### src/rtl/core/nmf_pkg.sv
`default_nettype none
// ----------------------------------------------------------------------------
// nmf_pkg
// Shared types, codes and helpers for the sentence framer: parse phases,
// action and status codes, framing characters and the hex digit decoder.
// ----------------------------------------------------------------------------
package nmf_pkg;

    // Default payload capacity in bytes.
    localparam int NMF_PAYLOAD_DEPTH = 64;

    // Framing characters.
    localparam logic [7:0] CH_DOLLAR = 8'h24;
    localparam logic [7:0] CH_STAR   = 8'h2A;

    // Marker returned by the hex decoder for a byte that is not a hex digit.
    localparam logic [4:0] HEX_BAD = 5'h10;

    // Parse phase of the sentence in progress.
    typedef enum logic [1:0] {
        PH_START = 2'd0,
        PH_DATA  = 2'd1,
        PH_HEX1  = 2'd2,
        PH_HEX2  = 2'd3
    } phase_t;

    // Input word actions.
    typedef enum logic [1:0] {
        ACT_BYTE    = 2'd0,
        ACT_RELEASE = 2'd1,
        ACT_READ    = 2'd2
    } act_t;

    // Result word status codes.
    typedef enum logic [2:0] {
        ST_TAKEN    = 3'd0,
        ST_ACCEPT   = 3'd1,
        ST_MISMATCH = 3'd2,
        ST_IGNORED  = 3'd3,
        ST_BADHEX   = 3'd4,
        ST_OVERFLOW = 3'd5,
        ST_READ     = 3'd6
    } status_t;

    // Result of one word as it leaves the control stage. The read data
    // itself arrives from the registered payload memory in the next cycle.
    typedef struct packed {
        status_t    status;
        logic       frame_ready;
        logic [6:0] frame_length;
        logic       rd_hit;
        logic [7:0] checksum;
    } res_info_t;

    // Decode one ASCII hex digit; HEX_BAD for anything else.
    function automatic logic [4:0] hex_value(input logic [7:0] c);
        logic [7:0] d;
        logic [4:0] r;
        begin
            d = 8'h00;
            r = HEX_BAD;
            if (c >= 8'h30 && c <= 8'h39)
            begin
                d = c - 8'h30;
                r = {1'b0, d[3:0]};
            end
            else if (c >= 8'h41 && c <= 8'h46)
            begin
                d = c - 8'h37;
                r = {1'b0, d[3:0]};
            end
            else if (c >= 8'h61 && c <= 8'h66)
            begin
                d = c - 8'h57;
                r = {1'b0, d[3:0]};
            end
            return r;
        end
    endfunction

endpackage : nmf_pkg
`default_nettype wire

### src/rtl/core/nmf_payload_ram.sv
`default_nettype none
// ----------------------------------------------------------------------------
// nmf_payload_ram
// Payload byte store: one write port and one read port, read data
// registered. Contents are undefined after reset.
// ----------------------------------------------------------------------------
module nmf_payload_ram
    import nmf_pkg::*;
#(
    parameter int PAYLOAD_DEPTH = NMF_PAYLOAD_DEPTH,
    localparam int AW = (PAYLOAD_DEPTH > 1) ? $clog2(PAYLOAD_DEPTH) : 1
)
(
    input  wire logic          clk,
    input  wire logic          wr_en,
    input  wire logic [AW-1:0] wr_addr,
    input  wire logic [7:0]    wr_data,
    input  wire logic          rd_en,
    input  wire logic [AW-1:0] rd_addr,
    output logic [7:0]         rd_data
);

    logic [7:0] mem_reg [PAYLOAD_DEPTH];
    logic [7:0] rd_data_reg;

    // Write port.
    always_ff @(posedge clk)
    begin
        if (wr_en)
        begin
            mem_reg[wr_addr] <= wr_data;
        end
    end

    // Registered read port.
    always_ff @(posedge clk)
    begin
        if (rd_en)
        begin
            rd_data_reg <= mem_reg[rd_addr];
        end
    end

    assign rd_data = rd_data_reg;

endmodule : nmf_payload_ram
`default_nettype wire

### src/rtl/core/nmf_frame_ctl.sv
`default_nettype none
// ----------------------------------------------------------------------------
// nmf_frame_ctl
// Sentence parser: tracks the framing phase, the running XOR, the payload
// count and the held sentence, issues payload writes and reads to the
// store, and forms the status of every accepted word.
// ----------------------------------------------------------------------------
module nmf_frame_ctl
    import nmf_pkg::*;
#(
    parameter int PAYLOAD_DEPTH = NMF_PAYLOAD_DEPTH,
    localparam int AW = (PAYLOAD_DEPTH > 1) ? $clog2(PAYLOAD_DEPTH) : 1,
    localparam int CW = $clog2(PAYLOAD_DEPTH + 1)
)
(
    input  wire logic          clk,
    input  wire logic          rst_n,
    input  wire logic          in_fire,
    input  wire logic [1:0]    action,
    input  wire logic [7:0]    rx_byte,
    input  wire logic [5:0]    read_index,
    output logic               wr_en,
    output logic [AW-1:0]      wr_addr,
    output logic [7:0]         wr_data,
    output logic               rd_en,
    output logic [AW-1:0]      rd_addr,
    output res_info_t          info
);

    phase_t        phase_reg, phase_next;
    logic          holding_reg, holding_next;
    logic [CW-1:0] count_reg, count_next;
    logic          overflow_reg, overflow_next;
    logic [7:0]    run_xor_reg, run_xor_next;
    logic [7:0]    rx_xor_reg, rx_xor_next;
    logic [CW-1:0] held_reg, held_next;

    act_t          act;
    logic          byte_go;
    logic [4:0]    hex;
    logic          hex_ok;
    logic          is_dollar;
    logic          is_star;
    logic          data_byte;
    logic          store_ok;
    logic [7:0]    rx_full;
    status_t       status;
    logic [CW+5:0] idx_ext;
    logic [CW+5:0] held_ext;
    logic [AW+5:0] addr_ext;
    logic [CW+6:0] len_ext;
    logic          rd_hit;

    // Decode of the incoming word.
    assign act       = act_t'(action);
    assign byte_go   = in_fire && (act == ACT_BYTE) && !holding_reg;
    assign hex       = hex_value(rx_byte);
    assign hex_ok    = (hex != HEX_BAD);
    assign is_dollar = (rx_byte == CH_DOLLAR);
    assign is_star   = (rx_byte == CH_STAR);
    assign data_byte = byte_go && (phase_reg == PH_DATA) && !is_dollar && !is_star;
    assign store_ok  = (count_reg < CW'(PAYLOAD_DEPTH));
    assign rx_full   = rx_xor_reg | {4'h0, hex[3:0]};

    // Next framing phase.
    always_comb
    begin
        phase_next = phase_reg;
        if (byte_go)
        begin
            case (phase_reg)
                PH_START:
                begin
                    if (is_dollar)
                    begin
                        phase_next = PH_DATA;
                    end
                end
                PH_DATA:
                begin
                    if (is_star)
                    begin
                        phase_next = PH_HEX1;
                    end
                end
                PH_HEX1:
                begin
                    if (hex_ok)
                    begin
                        phase_next = PH_HEX2;
                    end
                    else if (is_dollar)
                    begin
                        phase_next = PH_DATA;
                    end
                    else
                    begin
                        phase_next = PH_START;
                    end
                end
                PH_HEX2:
                begin
                    if (is_dollar)
                    begin
                        phase_next = PH_DATA;
                    end
                    else
                    begin
                        phase_next = PH_START;
                    end
                end
                default:
                begin
                    phase_next = PH_START;
                end
            endcase
        end
    end

    // Datapath updates and status of the word.
    always_comb
    begin
        holding_next  = holding_reg;
        count_next    = count_reg;
        overflow_next = overflow_reg;
        run_xor_next  = run_xor_reg;
        rx_xor_next   = rx_xor_reg;
        held_next     = held_reg;
        status        = ST_TAKEN;

        if (in_fire)
        begin
            case (act)
                ACT_BYTE:
                begin
                    if (holding_reg)
                    begin
                        status = ST_IGNORED;
                    end
                    else if (is_dollar)
                    begin
                        // A start mark restarts the sentence in every phase.
                        count_next    = '0;
                        run_xor_next  = 8'h00;
                        overflow_next = 1'b0;
                        if (phase_reg == PH_HEX1 || phase_reg == PH_HEX2)
                        begin
                            status = ST_BADHEX;
                        end
                    end
                    else if (phase_reg == PH_DATA)
                    begin
                        if (!is_star)
                        begin
                            run_xor_next = run_xor_reg ^ rx_byte;
                            if (store_ok)
                            begin
                                count_next = count_reg + 1'b1;
                            end
                            else
                            begin
                                overflow_next = 1'b1;
                                status        = ST_OVERFLOW;
                            end
                        end
                    end
                    else if (phase_reg == PH_HEX1)
                    begin
                        if (hex_ok)
                        begin
                            rx_xor_next = {hex[3:0], 4'h0};
                        end
                        else
                        begin
                            status = ST_BADHEX;
                        end
                    end
                    else if (phase_reg == PH_HEX2)
                    begin
                        if (!hex_ok)
                        begin
                            status = ST_BADHEX;
                        end
                        else
                        begin
                            rx_xor_next = rx_full;
                            if (overflow_reg)
                            begin
                                status = ST_OVERFLOW;
                            end
                            else if (rx_full != run_xor_reg)
                            begin
                                status = ST_MISMATCH;
                            end
                            else
                            begin
                                status       = ST_ACCEPT;
                                holding_next = 1'b1;
                                held_next    = count_reg;
                            end
                        end
                    end
                end
                ACT_RELEASE:
                begin
                    holding_next = 1'b0;
                    held_next    = '0;
                end
                ACT_READ:
                begin
                    status = ST_READ;
                end
                default:
                begin
                    status = ST_TAKEN;
                end
            endcase
        end
    end

    // State registers.
    always_ff @(posedge clk or negedge rst_n)
    begin
        if (!rst_n)
        begin
            phase_reg    <= PH_START;
            holding_reg  <= 1'b0;
            count_reg    <= '0;
            overflow_reg <= 1'b0;
            run_xor_reg  <= 8'h00;
            rx_xor_reg   <= 8'h00;
            held_reg     <= '0;
        end
        else
        begin
            phase_reg    <= phase_next;
            holding_reg  <= holding_next;
            count_reg    <= count_next;
            overflow_reg <= overflow_next;
            run_xor_reg  <= run_xor_next;
            rx_xor_reg   <= rx_xor_next;
            held_reg     <= held_next;
        end
    end

    // Payload store write: one byte per data character while room is left.
    assign wr_en   = data_byte && store_ok;
    assign wr_addr = count_reg[AW-1:0];
    assign wr_data = rx_byte;

    // Payload store read. Writes happen only while nothing is held and reads
    // return data only while a sentence is held, so the two never collide.
    assign idx_ext  = {{CW{1'b0}}, read_index};
    assign held_ext = {6'b0, held_reg};
    assign addr_ext = {{AW{1'b0}}, read_index};
    assign rd_hit   = holding_reg && (idx_ext < held_ext)
                      && (idx_ext < (CW+6)'(PAYLOAD_DEPTH));
    assign rd_en    = in_fire && (act == ACT_READ);
    assign rd_addr  = addr_ext[AW-1:0];

    // Result of the word, seen after its own update.
    assign len_ext = {7'b0, (holding_next ? held_next : {CW{1'b0}})};

    always_comb
    begin
        info.status       = status;
        info.frame_ready  = holding_next;
        info.frame_length = len_ext[6:0];
        info.rd_hit       = rd_hit && (act == ACT_READ);
        info.checksum     = run_xor_next;
    end

    // While a sentence is held the parser stays waiting for a start mark.
    a_hold_phase: assert property (@(posedge clk) disable iff (!rst_n)
        holding_reg |-> (phase_reg == PH_START))
        else $error("sentence held outside the start phase");

    // The payload count never runs past the store capacity.
    a_count_cap: assert property (@(posedge clk) disable iff (!rst_n)
        count_reg <= CW'(PAYLOAD_DEPTH))
        else $error("payload count beyond capacity");

    // The store is never written while a held sentence may be read.
    a_no_write_held: assert property (@(posedge clk) disable iff (!rst_n)
        wr_en |-> !holding_reg)
        else $error("payload write while a sentence is held");

    // A held length exists only together with a held sentence.
    a_held_len: assert property (@(posedge clk) disable iff (!rst_n)
        !holding_reg |-> (held_reg == '0))
        else $error("held length without a held sentence");

endmodule : nmf_frame_ctl
`default_nettype wire

### src/rtl/core/nmf_result_reg.sv
`default_nettype none
// ----------------------------------------------------------------------------
// nmf_result_reg
// Two-stage result path: a stage that waits for the payload memory read
// data, then the output register that holds a word while the consumer
// stalls. Stage one moves on only when the output register can take its word.
// ----------------------------------------------------------------------------
module nmf_result_reg
    import nmf_pkg::*;
(
    input  wire logic       clk,
    input  wire logic       rst_n,
    input  wire logic       load,
    input  wire res_info_t  info,
    input  wire logic [7:0] mem_data,
    output logic            load_ok,
    output logic            out_valid,
    input  wire logic       out_stall,
    output logic [2:0]      status,
    output logic            frame_ready,
    output logic [6:0]      frame_length,
    output logic [7:0]      read_data,
    output logic [7:0]      checksum_seen
);

    logic      s1_valid_reg, s1_valid_next;
    res_info_t s1_info_reg;
    logic      out_valid_reg, out_valid_next;
    res_info_t out_info_reg;
    logic [7:0] out_data_reg;
    logic      advance;

    // Stage one moves into the output register when that register is free.
    assign advance = s1_valid_reg && (!out_valid_reg || !out_stall);
    assign load_ok = !s1_valid_reg || advance;

    // Valid flags of both stages.
    always_comb
    begin
        s1_valid_next  = s1_valid_reg;
        out_valid_next = out_valid_reg;
        if (load)
        begin
            s1_valid_next = 1'b1;
        end
        else if (advance)
        begin
            s1_valid_next = 1'b0;
        end
        if (advance)
        begin
            out_valid_next = 1'b1;
        end
        else if (!out_stall)
        begin
            out_valid_next = 1'b0;
        end
    end

    always_ff @(posedge clk or negedge rst_n)
    begin
        if (!rst_n)
        begin
            s1_valid_reg  <= 1'b0;
            out_valid_reg <= 1'b0;
        end
        else
        begin
            s1_valid_reg  <= s1_valid_next;
            out_valid_reg <= out_valid_next;
        end
    end

    // Payload of both stages; read data comes from memory during stage one.
    always_ff @(posedge clk)
    begin
        if (load)
        begin
            s1_info_reg <= info;
        end
        if (advance)
        begin
            out_info_reg <= s1_info_reg;
            out_data_reg <= s1_info_reg.rd_hit ? mem_data : 8'h00;
        end
    end

    assign out_valid     = out_valid_reg;
    assign status        = out_info_reg.status;
    assign frame_ready   = out_info_reg.frame_ready;
    assign frame_length  = out_info_reg.frame_length;
    assign read_data     = out_data_reg;
    assign checksum_seen = out_info_reg.checksum;

    // A new word is never loaded over one that cannot move on.
    a_no_overrun: assert property (@(posedge clk) disable iff (!rst_n)
        (s1_valid_reg && !advance) |-> !load)
        else $error("stage one overwritten while stalled");

    // Nothing held means no length is reported.
    a_len_ready: assert property (@(posedge clk) disable iff (!rst_n)
        (out_valid_reg && !out_info_reg.frame_ready) |-> (out_info_reg.frame_length == 7'd0))
        else $error("frame length without a held sentence");

    // Read data is only ever nonzero on a read result.
    a_data_read: assert property (@(posedge clk) disable iff (!rst_n)
        (out_valid_reg && out_info_reg.status != ST_READ) |-> (out_data_reg == 8'h00))
        else $error("read data on a non-read result");

endmodule : nmf_result_reg
`default_nettype wire

### src/rtl/core/nmea_sentence_framer.sv
`default_nettype none
// ----------------------------------------------------------------------------
// nmea_sentence_framer
// Frames '$' payload '*' hex hex sentences from a byte stream, checks the
// XOR checksum, holds an accepted sentence and serves reads of its bytes.
// ----------------------------------------------------------------------------
// Result words are registered in stage one with the payload memory read
// data, then in the output stage. Throughput: one word per cycle while
// in_stall is low (raised while stage one holds a word that cannot move on);
// the parser updates its state and the memory takes one access per word.
// Reset: rst_n clears the parse state, held sentence and pipeline valids at
// once; the payload memory is not cleared and no clearing pass is needed.
// ----------------------------------------------------------------------------
module nmea_sentence_framer
    import nmf_pkg::*;
#(
    parameter int PAYLOAD_DEPTH = NMF_PAYLOAD_DEPTH
)
(
    input  wire logic       clk,
    input  wire logic       rst_n,
    input  wire logic       in_valid,
    output logic            in_stall,
    input  wire logic [1:0] action,
    input  wire logic [7:0] rx_byte,
    input  wire logic [5:0] read_index,
    output logic            out_valid,
    input  wire logic       out_stall,
    output logic [2:0]      status,
    output logic            frame_ready,
    output logic [6:0]      frame_length,
    output logic [7:0]      read_data,
    output logic [7:0]      checksum_seen
);

    localparam int AW = (PAYLOAD_DEPTH > 1) ? $clog2(PAYLOAD_DEPTH) : 1;

    logic          in_fire;
    logic          load_ok;
    logic          wr_en;
    logic [AW-1:0] wr_addr;
    logic [7:0]    wr_data;
    logic          rd_en;
    logic [AW-1:0] rd_addr;
    logic [7:0]    mem_data;
    res_info_t     info;

    // Input handshake.
    assign in_stall = !load_ok;
    assign in_fire  = in_valid && load_ok;

    nmf_frame_ctl #(
        .PAYLOAD_DEPTH (PAYLOAD_DEPTH)
    ) u_ctl (
        .clk        (clk),
        .rst_n      (rst_n),
        .in_fire    (in_fire),
        .action     (action),
        .rx_byte    (rx_byte),
        .read_index (read_index),
        .wr_en      (wr_en),
        .wr_addr    (wr_addr),
        .wr_data    (wr_data),
        .rd_en      (rd_en),
        .rd_addr    (rd_addr),
        .info       (info)
    );

    nmf_payload_ram #(
        .PAYLOAD_DEPTH (PAYLOAD_DEPTH)
    ) u_ram (
        .clk     (clk),
        .wr_en   (wr_en),
        .wr_addr (wr_addr),
        .wr_data (wr_data),
        .rd_en   (rd_en),
        .rd_addr (rd_addr),
        .rd_data (mem_data)
    );

    nmf_result_reg u_res (
        .clk           (clk),
        .rst_n         (rst_n),
        .load          (in_fire),
        .info          (info),
        .mem_data      (mem_data),
        .load_ok       (load_ok),
        .out_valid     (out_valid),
        .out_stall     (out_stall),
        .status        (status),
        .frame_ready   (frame_ready),
        .frame_length  (frame_length),
        .read_data     (read_data),
        .checksum_seen (checksum_seen)
    );

endmodule : nmea_sentence_framer
`default_nettype wire

### config.mk
export PLATFORM = sky130hd
export DESIGN_NAME = nmea_sentence_framer
export DESIGN_NICKNAME = d
export VERILOG_FILES = /design/src/rtl/core/nmf_pkg.sv /design/src/rtl/core/nmf_payload_ram.sv /design/src/rtl/core/nmf_frame_ctl.sv /design/src/rtl/core/nmf_result_reg.sv /design/src/rtl/core/nmea_sentence_framer.sv
export SDC_FILE = /design/constraint.sdc
export NUM_CORES = 1
export LEC_CHECK = 0
export BUFFER_PORTS_ARGS = -buffer_cell sky130_fd_sc_hd__buf_2
export CORE_MARGIN = 4
export CORE_UTILIZATION = 67
export DETAILED_ROUTE_END_ITERATION = 8
export GPL_TIMING_DRIVEN = 1
export PLACE_DENSITY = 0.88
export SLEW_MARGIN = 0
export SYNTH_ARGS = -nofsm -noshare
export SYNTH_HDL_FRONTEND = slang
export SYNTH_SLANG_ARGS = --single-unit
export TNS_END_PERCENT = 50
### constraint.sdc
create_clock -name clk -period 8.2 [get_ports clk]
set_clock_uncertainty 0.2 [all_clocks]
set_input_delay 0.41 -clock clk [delete_from_list [all_inputs] [get_ports clk]]
set_output_delay 0.41 -clock clk [all_outputs]
set_load 0.005 [all_outputs]
==> results.md <==
- Dominant cells by area after synthesis: edfxtp_1 (71%), mux4_2 (16%), dfrtp_1 (3.8%), nor2_1 (1.6%), nand2_1 (0.91%)
- Clk pwr share: between 40% and 50%
- Die area: just under 40000 sq um
- CP endpoint kind: flip-flop
- Psw: 0.00131 W
- Worst slew margin: between 10% and 20%
- Row cnt: 69
- Setup-failing EPs final: 0
- Routed Antenna Nets: 0
- First-pass GRT wire length: around 86000 um
- DRC errors left: 0
- Post-Layout Cell Count: 1752
- Pleak: around 8.6 nW
- Comb power frac: 4.8%
- CTS tree: yes
- Crit share post-route: 51.8%
- CP most frequent cell: nor2_1
- Yosys top cell area share: between 70% and 80%
- Seq cells post-synth: roughly 600
- Largest register FFs: around 500
- Post-CTS Setup Repair Bufs: 0
- DRT Wirelength: between 50000 and 60000 um
- Worst path cell trace: dlygate4sd3_1 > buf_2 > nand3_1 > nand4b_1 > nor2_1 > and2_0 > and3_1 > nand2_1 > nor2_1
- Unrepaired setup endpoints after global routing: false
- Root Buffer: clkbuf_16
- Clock slew at the register clock pins of the worst setup and hold paths: 0.07 ns
- Pwr dens: 234 nW/um^2
- Gr usage total: 30.3%
- Slew Limit Fails: 0
- Worst setup startpoint: out_stall
- Final min period: ~4.2 ns
- CP Data Arrival Time: ~4.3 ns
- Layout cell share with drive strength beyond 1: between 20% and 30%
- R2R Setup Slk: 4.02 ns
- Total chip power: slightly above 0.006 W
- Routed vias/inst: slightly above 7
- Critical path depth: 9
- Fillers: 1786
- Number of CTS-inserted buffers: between 50 and 60
- Gate Count Post-Synth: approximately 1200
- EDFF count, synth: between 500 and 600
- Clock Tree Buf Depth: 3
- Core box area: ~35000 sq um
- Post-synth top flop: edfxtp_1
- H-tree depth: 2
- Worst-Skew Late Latency: roughly 0.61 ns
- Iter 0 DRT Violations: about 1700
- Max-Cap Viols: 0
- Synth Warn #: 0
- FMAX: around 240 MHz
- Gr ovfl total: 0
- RR Startpoint: u_res.out_valid
- Synth area leader: edfxtp_1
- Port Buf Inserts: 48
- Syn_nets: ~1200
- Worst EP required: roughly 8.2 ns
- CP Max Fanout: 8
- Status: finished, final reports clean
- R2R Path End: u_ram.mem_reg[24][1]
- Sequential cell area fraction in the yosys report: between 70% and 80%
- Mapped cell area: ~24000 sq um
- Setup crit start kind: input port
- Slew @ Worst Pin: 1.30 ns
- Final net count: roughly 1300
- Critical Path Max Stage Delay: between 0.9 and 1 ns
- Slowest library cell on the worst path: nor2_1
- End point of the critical path: u_ram.mem_reg[24][1]
- WP buf/inv: 2
- Vias: around 13000
- Reg2reg path depth: 7
- Hpwl dp: roughly 32000 um
- Average size of a mapped cell: roughly 20 sq um
- Asr flop ratio synth: 5.97%
- Final TNS setup: 0 ns
- RePlAce Congestion: slightly below 0.9
- Netlist cell types: 68
- Hold Path Class: input port to flip-flop
- Delay-heaviest family, CP: simple AND/OR/NAND/NOR gates
- Clk sinks: roughly 600
- I/O pin cnt: between 40 and 50
- DR pass1 iterations: 6
- Initial antenna violation count: 2
- Peak supply drop: about 230 uV
- Net Sw Frac: between 20% and 30%
- Reg power frac: 54.9%
- Die X: about 200 um
- Area Growth Syn to Fin: 10.1%
- Placed insts: 1647
- Largest net degree at the start of global routing: just under 80
- Die height: around 200 um
- CP Class: input port to flip-flop
- Starting Density: 67.6%
- Fin. Hold Viols: 0
- Vias in the first global route: about 13000
- Int Pwr: slightly below 0.005 W
- Detailed-route wire length per cell: 32.7 um
## through the flow
stage / cell area, sq um / hold slack, ns / utilization (%) / setup slack (ns)
global route: 26400 / 0.0205 / 74.4 / 3.81
global placement: 24700 / 0.201 / 69.5 / 4.07
floorplan: 24000 / -0.0856 / - / 5.12
finish: 26400 / 0.0288 / 74.5 / 3.95
CTS: 26400 / 0.00621 / 74.4 / 4.14
detailed placement: 24700 / 0.205 / 69.5 / 3.92
## cell families (layout without fill, tap and decap cells)
family / count (synthesis) / after routing / share of synthesized area [%]
AO/OA/AOI/OAI: 65 / 65 / 2.01
XOR/XNOR: 19 / 19 / 0.694
adder cells (fa/ha/maj): 10 / 10 / 0.522
buffers and inverters: 76 / 184 / 1.32
flip-flops: 603 / 603 / 74.7
multiplexers: 173 / 173 / 16.0
other: 0 / 1 / 0
AND/OR/NAND/NOR: 236 / 236 / 4.72
## final cells by class
class | instances | area (sq um) | area share, %
multi-input combinational | 503 | 5750 | 21.8
timing repair buffer | 65 | 387 | 1.46
inverter | 18 | 67.6 | 0.256
sequential | 603 | 17900 | 67.9
clock inverter | 33 | 234 | 0.886
clock buffer | 68 | 1480 | 5.59
tap | 461 | 577 | 2.18
antenna | 1 | 2.50 | 0.00947
## power groups by stage
stage	clock [W]	sequential [W]	combinational, W
final	0.00249	0.00340	0.000299
after global routing	0.00264	0.00340	0.000318
after CTS	0.00250	0.00340	0.000299
after detailed placement	0	0.00346	0.000294
after global placement	0	0.00346	0.000281
after floorplan	0	0.00346	0.000165
## worst min path at each step
stage                              start                      to  slack [ns]  cells after the start
detailed placement  u_res.s1_info_reg[1]  u_res.checksum_seen[1]        0.20                      0
CTS                            action[1]   u_res.s1_info_reg[19]       0.006                      2
global route                   action[1]   u_res.s1_info_reg[19]        0.02                      2
global placement    u_res.s1_info_reg[6]  u_res.checksum_seen[6]        0.20                      0
finish                         action[1]   u_res.s1_info_reg[19]        0.03                      2
floorplan                          rst_n      u_ctl.count_reg[0]       -0.09                      0
## cell usage in the layout, fill, tap and decap left out, types with 3 or more instances in the layout
master / n
o2111ai_1: 3
a21o_1: 5
clkinv_1: 12
xor2_1: 13
nand2b_1: 4
a21oi_1: 11
clkbuf_1: 10
dfrtp_1: 36
clkinv_2: 15
a31oi_1: 3
o21ai_0: 5
mux4_2: 168
buf_2: 46
and3_1: 10
nor3_1: 3
clkbuf_16: 57
edfxtp_1: 567
nand3_1: 18
nor2b_1: 6
nand3b_1: 4
dlygate4sd3_1: 3
nor2_1: 100
nand2_1: 58
inv_1: 18
xnor2_1: 6
ha_1: 10
mux2_2: 3
bufinv_16: 3
and2_1: 11
o211ai_1: 10
or3b_2: 3
buf_4: 15
## synthesized netlist by cell type (2+ instances only)
cell type and n:
o21ai_0 5, nand2_1 58, nor2b_1 6, a32oi_1 2
nor3_1 3, and3_1 10, nor4_1 2, edfxtp_1 567
o31a_1 2, o31ai_1 2, clkbuf_1 30, xor2_1 13
buf_4 3, or3b_2 3, dfrtp_1 36, a31oi_1 3
nand2b_1 4, o21ai_1 2, o2111ai_1 3, nor2_1 100
o21a_1 2, a21o_1 5, xnor2_1 6, mux2_2 3
mux4_2 168, inv_1 18, ha_1 10, buf_2 16
o22ai_1 2, nand3_1 18, buf_1 9, mux2i_1 2
and2_1 11, a21oi_1 11, nand3b_1 4, nor3b_1 2
o211ai_1 10
## routing by layer
layer  track usage (%)  routed length (um)
met4              10.2                2390
met2              48.3               28400
met3              7.20                6310
met5                 0                  13
met1              42.8               20300
## repair_timing
| action | in CTS | in global routing |
|---|---|---|
| hold endpoints to repair | 38 | 0 |
| hold buffers | 3 | 0 |
| gates resized for setup | 0 | 0 |
(Power assumes the default switching activity.)
